File: config.mk
export PLATFORM = sky130hd
export DESIGN_NAME = smoothed_vector_with_unit_clamp
export DESIGN_NICKNAME = d
export VERILOG_FILES = /design/src/rtl/svuc_pkg.sv /design/src/rtl/smoothed_vector_with_unit_clamp.sv
export SDC_FILE = /design/constraint.sdc
export NUM_CORES = 2
export LEC_CHECK = 0
export CAP_MARGIN = 10
export CORE_MARGIN = 4
export CORE_UTILIZATION = 67
export DETAILED_ROUTE_END_ITERATION = 16
export DONT_BUFFER_PORTS = 1
export GPL_TIMING_DRIVEN = 0
export PLACE_DENSITY = 0.83
export SLEW_MARGIN = 5
export SYNTH_ARGS = -nofsm -noshare
export SYNTH_HDL_FRONTEND = slang
export SYNTH_SLANG_ARGS = --single-unit
File: constraint.sdc
create_clock -name clk -period 25.4 [get_ports clk]
set_input_delay 5.08 -clock clk [delete_from_list [all_inputs] [get_ports clk]]
set_output_delay 5.08 -clock clk [all_outputs]
set_load 0.02 [all_outputs]
File: src/rtl/svuc_pkg.sv
package svuc_pkg;

	// Weight register format: unsigned Q1.16, the one integer bit so that 1.0 is reachable.
	localparam int WEIGHT_W = 17;
	localparam logic [WEIGHT_W-1:0] WEIGHT_ONE = 17'd65536;
	localparam logic [WEIGHT_W-1:0] WEIGHT_RESET = 17'd38011;

	// Length is computed as a 32-bit root of a 64-bit radicand.
	localparam int ROOT_W = 32;
	localparam int RAD_W = 2 * ROOT_W;

	// Step counter covers the longest loop, the 32 root steps.
	localparam int CNT_W = 5;

	// Blend rounding: half of one LSB after the 16-bit weight shift.
	localparam int BLEND_SHIFT = 16;

	// Sequencer states.
	typedef enum logic [7:0] {
		S_IDLE   = 8'b0000_0001,
		S_MAC    = 8'b0000_0010,
		S_CHK    = 8'b0000_0100,
		S_SQRT   = 8'b0000_1000,
		S_DLOAD  = 8'b0001_0000,
		S_DIV    = 8'b0010_0000,
		S_DSTORE = 8'b0100_0000,
		S_OUT    = 8'b1000_0000
	} state_t;

endpackage

File: src/rtl/smoothed_vector_with_unit_clamp.sv
// Smoothed two-axis vector with a unit-length clamp.
// Input channel (in_valid/in_ready) carries one sample beat (new_x, new_y, signed,
// SAMPLE_BITS-1 fraction bits). Each beat is blended into the held vector per axis with
// the sustain weight, and if the blended vector is longer than one it is scaled onto
// the unit circle. The output channel (out_valid/out_ready) returns one beat per input
// beat: the new held vector and was_clamped.
// The configuration channel (cfg_valid/cfg_ready/cfg_data) writes the sustain weight,
// Q1.16; values above 1.0 saturate to 1.0. It is always ready.
// One multiplier does the four blend products and the two squares; one 34-bit subtractor
// then does the 32 root steps and the two per-axis divisions of SAMPLE_BITS steps each.
// The block takes one beat at a time: in_ready is high only while no sample is in work.
// A finished result waits in the output register; the next sample is accepted while it
// waits, and a stalled receiver only holds the sequencer at its final step.
// Reset clears the held vector to zero, sets the weight to 38011 (about 0.58) and
// empties the output register.
module smoothed_vector_with_unit_clamp #(
	parameter int SAMPLE_BITS = 16
) (
	input  logic                               clk,
	input  logic                               arst_n,
	input  logic                               in_valid,
	output logic                               in_ready,
	input  logic signed [SAMPLE_BITS-1:0]      new_x,
	input  logic signed [SAMPLE_BITS-1:0]      new_y,
	output logic                               out_valid,
	input  logic                               out_ready,
	output logic signed [SAMPLE_BITS-1:0]      smoothed_x,
	output logic signed [SAMPLE_BITS-1:0]      smoothed_y,
	output logic                               was_clamped,
	input  logic                               cfg_valid,
	output logic                               cfg_ready,
	input  logic [svuc_pkg::WEIGHT_W-1:0]      cfg_data
);

	localparam int SB = SAMPLE_BITS;
	localparam int MBW = (SB > 18) ? SB : 18;
	localparam int PW = SB + MBW;
	localparam int DW = 2 * SB;
	localparam int NW = SB + svuc_pkg::ROOT_W - 1;
	localparam int SW = svuc_pkg::ROOT_W + 2;
	localparam int RW = svuc_pkg::ROOT_W;
	localparam int CW = svuc_pkg::CNT_W;

	localparam logic signed [PW-1:0] SMAX = {{(PW-SB+1){1'b0}}, {(SB-1){1'b1}}};
	localparam logic signed [PW-1:0] SMIN = {{(PW-SB+1){1'b1}}, {(SB-1){1'b0}}};
	localparam logic signed [PW-1:0] HALF = PW'(32768);
	localparam logic [DW-1:0] ONE = {2'b01, {(DW-2){1'b0}}};
	localparam logic [SB-1:0] QMAX = {1'b0, {(SB-1){1'b1}}};

	svuc_pkg::state_t state_q;
	logic [CW-1:0] cnt_q;
	logic axis_q;
	logic out_valid_q;
	logic [svuc_pkg::WEIGHT_W-1:0] weight_q;
	logic signed [SB-1:0] hx_q, hy_q;
	logic signed [SB-1:0] nx_q, ny_q;
	logic signed [PW-1:0] p_q, acc_q;
	logic [svuc_pkg::RAD_W-1:0] rad_q;
	logic [RW-1:0] rem_q, root_q;
	logic [SB-1:0] dvd_q;
	logic neg_q, clamp_q;
	logic signed [SB-1:0] sx_q, sy_q;
	logic wc_q;

	logic [svuc_pkg::WEIGHT_W-1:0] weight_new;
	logic signed [SB-1:0] mul_a;
	logic signed [MBW-1:0] mul_b;
	logic signed [PW-1:0] prod;
	logic signed [PW-1:0] blend_sum, blend_sh;
	logic signed [SB-1:0] blend_clip;
	logic [DW-1:0] len_sq;
	logic len_gt;
	logic [SW-1:0] sub_a, sub_b;
	logic [SW:0] sub_d;
	logic step_ge;
	logic signed [SB-1:0] axis_val;
	logic [SB-1:0] axis_mag;
	logic [NW-1:0] n_full;
	logic [SB-1:0] q_sat;
	logic [SB-1:0] q_signed;
	logic out_load;

	// Handshakes.
	assign in_ready = (state_q == svuc_pkg::S_IDLE);
	assign cfg_ready = 1'b1;
	assign out_valid = out_valid_q;
	assign smoothed_x = sx_q;
	assign smoothed_y = sy_q;
	assign was_clamped = wc_q;
	assign out_load = (state_q == svuc_pkg::S_OUT) && (!out_valid_q || out_ready);

	// Shared multiplier operand selection, one product per cycle of the MAC phase.
	assign weight_new = svuc_pkg::WEIGHT_ONE - weight_q;
	always_comb begin
		mul_a = '0;
		mul_b = '0;
		case (cnt_q)
			5'd0: begin
				mul_a = hx_q;
				mul_b = MBW'($signed({1'b0, weight_q}));
			end
			5'd1: begin
				mul_a = nx_q;
				mul_b = MBW'($signed({1'b0, weight_new}));
			end
			5'd2: begin
				mul_a = hy_q;
				mul_b = MBW'($signed({1'b0, weight_q}));
			end
			5'd3: begin
				mul_a = ny_q;
				mul_b = MBW'($signed({1'b0, weight_new}));
			end
			5'd4: begin
				mul_a = hx_q;
				mul_b = MBW'(hx_q);
			end
			5'd5: begin
				mul_a = hy_q;
				mul_b = MBW'(hy_q);
			end
			default: begin
				mul_a = '0;
				mul_b = '0;
			end
		endcase
	end
	assign prod = mul_a * mul_b;

	// Blend completion: accumulator already holds the first product plus one half LSB.
	assign blend_sum = acc_q + p_q;
	assign blend_sh = blend_sum >>> svuc_pkg::BLEND_SHIFT;
	always_comb begin
		if (blend_sh > SMAX) begin
			blend_clip = QMAX;
		end else if (blend_sh < SMIN) begin
			blend_clip = ~QMAX;
		end else begin
			blend_clip = blend_sh[SB-1:0];
		end
	end

	// Squared length against 1.0.
	assign len_sq = acc_q[DW-1:0];
	assign len_gt = len_sq > ONE;

	// Shared subtractor: a root step or a division step.
	always_comb begin
		if (state_q == svuc_pkg::S_SQRT) begin
			sub_a = {rem_q, rad_q[svuc_pkg::RAD_W-1 -: 2]};
			sub_b = {root_q, 2'b01};
		end else begin
			sub_a = {1'b0, rem_q, dvd_q[SB-1]};
			sub_b = {2'b00, root_q};
		end
	end
	assign sub_d = {1'b0, sub_a} - {1'b0, sub_b};
	assign step_ge = !sub_d[SW];

	// Division setup: numerator is the magnitude times 2^31 plus half the root.
	assign axis_val = axis_q ? hy_q : hx_q;
	assign axis_mag = axis_val[SB-1] ? ({SB{1'b0}} - axis_val) : axis_val;
	assign n_full = {axis_mag, root_q[RW-1:1]};

	// Quotient saturation and sign.
	assign q_sat = dvd_q[SB-1] ? QMAX : dvd_q;
	assign q_signed = neg_q ? ({SB{1'b0}} - q_sat) : q_sat;

	// Sequencer and architectural state.
	always_ff @(posedge clk or negedge arst_n) begin
		if (!arst_n) begin
			state_q <= svuc_pkg::S_IDLE;
			cnt_q <= '0;
			axis_q <= 1'b0;
			out_valid_q <= 1'b0;
			weight_q <= svuc_pkg::WEIGHT_RESET;
			hx_q <= '0;
			hy_q <= '0;
		end else begin
			if (cfg_valid) begin
				weight_q <= (cfg_data > svuc_pkg::WEIGHT_ONE) ? svuc_pkg::WEIGHT_ONE : cfg_data;
			end
			if (out_load) begin
				out_valid_q <= 1'b1;
			end else if (out_ready) begin
				out_valid_q <= 1'b0;
			end
			case (state_q)
				svuc_pkg::S_IDLE: begin
					if (in_valid) begin
						state_q <= svuc_pkg::S_MAC;
						cnt_q <= '0;
					end
				end
				svuc_pkg::S_MAC: begin
					cnt_q <= cnt_q + 1'b1;
					case (cnt_q)
						5'd2: hx_q <= blend_clip;
						5'd4: hy_q <= blend_clip;
						5'd6: state_q <= svuc_pkg::S_CHK;
						default: begin
						end
					endcase
				end
				svuc_pkg::S_CHK: begin
					cnt_q <= '0;
					state_q <= len_gt ? svuc_pkg::S_SQRT : svuc_pkg::S_OUT;
				end
				svuc_pkg::S_SQRT: begin
					cnt_q <= cnt_q + 1'b1;
					if (cnt_q == CW'(RW - 1)) begin
						state_q <= svuc_pkg::S_DLOAD;
						axis_q <= 1'b0;
					end
				end
				svuc_pkg::S_DLOAD: begin
					cnt_q <= '0;
					state_q <= svuc_pkg::S_DIV;
				end
				svuc_pkg::S_DIV: begin
					cnt_q <= cnt_q + 1'b1;
					if (cnt_q == CW'(SB - 1)) begin
						state_q <= svuc_pkg::S_DSTORE;
					end
				end
				svuc_pkg::S_DSTORE: begin
					if (!axis_q) begin
						hx_q <= q_signed;
						axis_q <= 1'b1;
						state_q <= svuc_pkg::S_DLOAD;
					end else begin
						hy_q <= q_signed;
						state_q <= svuc_pkg::S_OUT;
					end
				end
				svuc_pkg::S_OUT: begin
					if (out_load) begin
						state_q <= svuc_pkg::S_IDLE;
					end
				end
				default: begin
					state_q <= svuc_pkg::S_IDLE;
				end
			endcase
		end
	end

	// Datapath registers.
	always_ff @(posedge clk) begin
		if (in_valid && in_ready) begin
			nx_q <= new_x;
			ny_q <= new_y;
		end
		case (state_q)
			svuc_pkg::S_MAC: begin
				p_q <= prod;
				case (cnt_q)
					5'd1, 5'd3: acc_q <= p_q + HALF;
					5'd5: acc_q <= p_q;
					5'd6: acc_q <= blend_sum;
					default: begin
					end
				endcase
			end
			svuc_pkg::S_CHK: begin
				clamp_q <= len_gt;
				rad_q <= svuc_pkg::RAD_W'(len_sq) << (svuc_pkg::RAD_W - DW);
				rem_q <= '0;
				root_q <= '0;
			end
			svuc_pkg::S_SQRT: begin
				rem_q <= step_ge ? sub_d[RW-1:0] : sub_a[RW-1:0];
				root_q <= {root_q[RW-2:0], step_ge};
				rad_q <= rad_q << 2;
			end
			svuc_pkg::S_DLOAD: begin
				neg_q <= axis_val[SB-1];
				rem_q <= RW'(n_full[NW-1:SB]);
				dvd_q <= n_full[SB-1:0];
			end
			svuc_pkg::S_DIV: begin
				rem_q <= step_ge ? sub_d[RW-1:0] : sub_a[RW-1:0];
				dvd_q <= {dvd_q[SB-2:0], step_ge};
			end
			default: begin
			end
		endcase
		if (out_load) begin
			sx_q <= hx_q;
			sy_q <= hy_q;
			wc_q <= clamp_q;
		end
	end

	// The clamp only runs for a squared length above one, so the root has its top bit set.
	a_root_range: assert property (@(posedge clk) disable iff (!arst_n)
		(state_q == svuc_pkg::S_DLOAD) |-> root_q[RW-1])
		else $error("root below one at division start");

	// A normalized magnitude never exceeds one plus nothing: at most the sign-bit weight.
	a_quot_range: assert property (@(posedge clk) disable iff (!arst_n)
		(state_q == svuc_pkg::S_DSTORE) |-> !(dvd_q[SB-1] && (|dvd_q[SB-2:0])))
		else $error("quotient out of range");

	// A result beat appears only from the final step of the sequencer.
	a_out_source: assert property (@(posedge clk) disable iff (!arst_n)
		$rose(out_valid_q) |-> $past(state_q == svuc_pkg::S_OUT))
		else $error("output loaded outside final step");

endmodule

; ---- Yosys cells after proc, flatten, opt, wreduce, memory -nomap -nowiden
; Cells that the tools add are included.
[word_totals]
reg_bits = 343
output_inout_bits = 36
[op_classes]
add_sub_neg = 7
multipliers = 1
n_lt_le_gt_ge = 4
n_eq_ne = 25
n_mux = 37
reduce_logical = 27
[op_table]
columns = cell, count
row1 = 2-to-1 mux 16 bit, 9
row2 = case mux 64 bit (2 select lines), 1
row3 = case mux 34 bit (3 select lines), 1
row4 = case mux 16 bit (2 select lines), 3
row5 = case mux 32 bit (3 select lines), 1
row6 = case mux 18 bit (4 select lines), 1
row7 = 2-to-1 mux 34 bit, 2
row8 = case mux 16 bit (4 select lines), 1
row9 = case mux 32 bit (2 select lines), 1
row10 = case mux 8 bit (8 select lines), 1
row11 = 2-to-1 mux 8 bit, 7
row12 = subtractor 34 x 34 -> 35 bit, 1
row13 = "adder 34 x 17 -> 34 bit, second input constant", 1
row14 = adder 34 bit, 1
row15 = multiplier 16 x 18 -> 34 bit, 1
row16 = "> comparator 32 x 31 -> 1 bit, second input constant", 1
row17 = 2-to-1 mux 32 bit, 1
row18 = "> comparator 18 x 16 -> 1 bit, second input constant", 1
row19 = "less-than comparator 18 x 16 -> 1 bit, second input constant", 1
row20 = "> comparator 17 bit, second input constant", 1
row21 = 2-to-1 mux 17 bit, 1
row22 = "subtractor 17 bit, first input constant", 1
row23 = "subtractor 1 x 15 -> 16 bit, first input constant", 1
row24 = "subtractor 1 x 16 -> 16 bit, first input constant", 1
row25 = other kinds (32), 60

; ---- Longest topological paths before layout
[depth]
word_depth = 6
ltp_mapped = 35
ltp_nobuf = 33

; ---- Least setup slack after synthesis
; OpenSTA, ideal clock, no wires.
[synth_timing]
kind = register to register
from = register cnt_q[1]
to = register p_q[33], data pin
setup_time_ns = 0.260
t_arrival_ns = 8.292
t_required_ns = 25.140
slack_ns = 16.848
stages_incl_launch_ff = 33
period_less_slack_ns = 8.552
cell_sequence = dfrtp_1 inv_1 ha_1 nand2b_1 nor3_1 nor2_1 clkbuf_1 clkbuf_1 o311ai_1 nand2_1 fa_1 inv_1 fa_1 inv_1 fa_1 inv_1 fa_1 fa_1 inv_1 fa_1 inv_1 ha_1 a21o_1 a21o_1 a21oi_1 o21ai_0 o41ai_4 a21oi_2 a2111o_1 a221oi_2 o2111ai_1 a21oi_1 xnor2_1
[synth_between]
elab_chain_cells = 4
[synth_rtl]
columns = element, line
row1 = start: declaration, smoothed_vector_with_unit_clamp.sv:51  ; logic [CW-1:0] cnt_q;
row2 = start signal: assignment, smoothed_vector_with_unit_clamp.sv:196  ; cnt_q <= cnt_q + 1'b1;
row3 = start signal: assignment, smoothed_vector_with_unit_clamp.sv:210  ; cnt_q <= cnt_q + 1'b1;
row4 = start signal: assignment, smoothed_vector_with_unit_clamp.sv:221  ; cnt_q <= cnt_q + 1'b1;
row5 = "equality test 5 x 3 -> 1 bit, or another cell as far along", smoothed_vector_with_unit_clamp.sv:97  ; case (cnt_q)
row6 = OR reduction 2 bit (no line), -
row7 = case mux 16 bit (4 select lines) or case mux 18 bit (4 select lines) (tied branches), smoothed_vector_with_unit_clamp.sv:97
row8 = multiplier 16 x 18 -> 34 bit *, smoothed_vector_with_unit_clamp.sv:128  ; assign prod = mul_a * mul_b;
row9 = named net prod[33], smoothed_vector_with_unit_clamp.sv:68  ; logic signed [PW-1:0] prod;
row10 = end signal: assignment, smoothed_vector_with_unit_clamp.sv:256  ; p_q <= prod;
row11 = end: declaration, smoothed_vector_with_unit_clamp.sv:57  ; logic signed [PW-1:0] p_q, acc_q;
; The timed path passes the listed nets; every way through them passes the cells marked *.
; A chain may end at the register's enable or synchronous reset.

; ---- Worst setup path in the final report
; Same ends and word-level chain as after synthesis.

==> results.cfg <==
[yosys]
syn-num-nets = 3678
synth_ff_type = edfxtp_1
syn_area_um2 = 29400
synth_edf_count = 247
synthCells = 3169
yosysUniqueCellTypes = 93
ys_ff_latch = 311
synth.yosys.seq_area_share_pct = 30.8
ys_warn_count = 0
async_flop_share_pct = 20.6
synth.avg_cell_area_um2 = 9.27

[detailed_routing]
met1_length_um = 31700
wl_per_cell_um = 22.6
wl_met2_um = 40500
vias = 24292
wl_um = 86300
vias_per_cell = 6.36
highest_layer = met4
drc = 0
wl_met3_um = 7810
drt_first_iter_violations = 2532
drt-pass1-iter-count = 10
antenna_left = 0

[clock_tree]
cts_tree = done
clockRootBuffer = clkbuf_16
cts_setup_buffers = 0
htreeDepth = 2
cts.path.max_buffers = 3
hold_buffers = 0
cts.sinks = 311
clkTransAtPathRegs_ps = 60
cts_inserted_buffers = 34
clock_latency_ps = 550
cts-resized-gates = 0

[global_routing]
track_usage_pct = 37.0
grt_max_degree = 65
grt_pass1_vias = 24531
grt_overflow = 0
antenna_found_initial = 2
grt_first_pass_wirelength_um = 135000

[setup_path]
critical_path.startpoint_type = flop
path_common_cell = fa_1
required_ps = 25680
slowest_stage = a21oi_1
crit_path_end_kind = flop
startpoint = cnt_q[1]
path_class = flop to flop
reg2reg_depth = 33
crit_arrival_ps = 10900
r2r_slack_ps = 14780
worstSetupEndpoint = p_q[33]
worstPathMaxFanout = 10
reg2reg_to = p_q[33]
critPathMaxStageDelay_ps = 1130
r2r-start = cnt_q[1]

[place]
dp_hpwl_um = 68700
portBuffers = 0
gp_congestion = 1.01
dp.cells = 3756

[final_layout]
syn_to_final_growth_pct = 6.70
fin_nets = 3718
final_cell_mix = nand2_1 (512), inv_1 (411), fa_1 (292)
seq_area_um2 = 9030
multi_input_area_um2 = 18300
n_fill_cell = 3287
drive_above_1_share_pct = 4.67
layout_commonest_cell = nand2_1
stdcell_count = 3820

[hold_path]
hold_path_class = flop to flop

[die]
rows = 76
pin_count = 90
dieHeight_um = 217
die_width_um = 217
start_util_pct = 68.0
fp.dieArea_um2 = 47200
core_area_um2 = 43200

[timing]
relSlewSlack_pct = 6.40
setup_viol = 0
slew_violations = 0
hold_violations = 0
rsz0062_at_grt = no
fin_tns_setup_ps = 0
clock_skew_ps = 17.1
tightest_slew_ps = 1400
fmax_ghz = 0.0942
finalCriticalPeriod_ps = 10620
finalCritPeriodShare_pct = 41.8

[flow_run]
cap_violations = 0

[run_status]
status = finished, final reports clean
==> how the worst min path moves through the flow <==
stage	startpoint	end	slack, ps	depth (start not counted)
finish	clamp_q	was_clamped	430	0
global route	clamp_q	was_clamped	430	0
CTS	clamp_q	was_clamped	430	0
detailed placement	clamp_q	was_clamped	420	0
global placement	clamp_q	was_clamped	400	0
floorplan	clamp_q	was_clamped	400	0
==> sequential cells by signal (all words and copies together), names as in the netlist, 5 cells and up <==
signal / cells
acc_q: 34
cnt_q: 5
dvd_q: 16
hx_q: 16
hy_q: 16
nx_q: 16
ny_q: 16
p_q: 34
rad_q: 32
rem_q: 32
root_q: 32
smoothed_x: 16
smoothed_y: 16
state_q: 8
weight_q: 17
==> cells in the mapped netlist, types with 9 or more instances <==
cell      number  area, um2
nand2_1      513       1930
inv_1        412       1550
fa_1         292       5850
nor2_1       274       1030
edfxtp_1     247       7420
ha_1         163       2040
a21oi_1      153        766
o21ai_0      146        731
clkbuf_1     111        417
xnor2_1       74        648
xor2_1        58        508
dfrtp_1       54       1350
a21o_1        48        360
and2_1        46        288
nand3_1       43        215
nor3_1        39        195
mux2i_1       37        370
nand4_1       29        181
o22ai_1       29        181
nand2b_1      27        169
mux2_2        22        248
and3_1        18        113
o21bai_1      18        135
nor4_1        17        106
or3_1         17        106
or2_2         16        100
nand3b_1      15        113
o21a_1        14        105
o211ai_1      13       97.6
a22oi_1       12       90.1
o31ai_1       12       90.1
a211oi_1      11       82.6
and4_1        11       96.3
a222oi_1      10        100
dfstp_2       10        263
nor2b_1       10       62.6
o21ai_1       10       50.1
a22o_1         9       78.8
==> critical path: cells and delay by family (launching register included) <==
family	cells	cell delay, ps
AND/OR/NAND/NOR	4	750
flip-flops	1	400
AO/OA/AOI/OAI	12	3720
adder cells (fa/ha/maj)	8	3800
buffers and inverters	8	1580
XOR/XNOR	1	90
==> cell families after synthesis <==
group | synth area share, %
other cells | 0.0128
simple gates | 16.8
buf+inv | 6.95
xor+xnor | 4.03
compound gates | 12.5
mux | 2.10
flops | 30.8
fa+ha+maj | 26.9
==> per-stage QoR <==
step	area (um2)	hold WS [ps]	utilization (%)	setup slack [ps]
after floorplan	29400	400	-	16850
after global placement	30100	401	69.7	14780
after detailed placement	30200	417	69.9	15100
after CTS	31300	431	72.5	15060
after global routing	31300	434	72.6	14360
final	31300	434	72.6	14780
==> final cells by class <==
| type | count | area share [%] |
|---|---|---|
| Sequential cell | 311 | 28.8 |
| Timing Repair Buffer | 4 | 0.120 |
| Clock inverter | 18 | 0.751 |
| Tap cell | 585 | 2.34 |
| Inverter | 413 | 4.95 |
| Buffer | 126 | 1.57 |
| Clock buffer | 41 | 2.90 |
| Antenna cell | 3 | 0.0240 |
| Multi-Input combinational cell | 2319 | 58.5 |
==> per-layer routing <==
layer,vias up,GRT usage [%]
li1,10713,-
met2,1405,60.8
met4,0,21.7
met1,11825,47.2
met3,349,5.60
met5,-,0
Power is left out: the tool's default activity adds up to more than one toggle a clock period on the data nets, which glitch-free logic cannot reach.
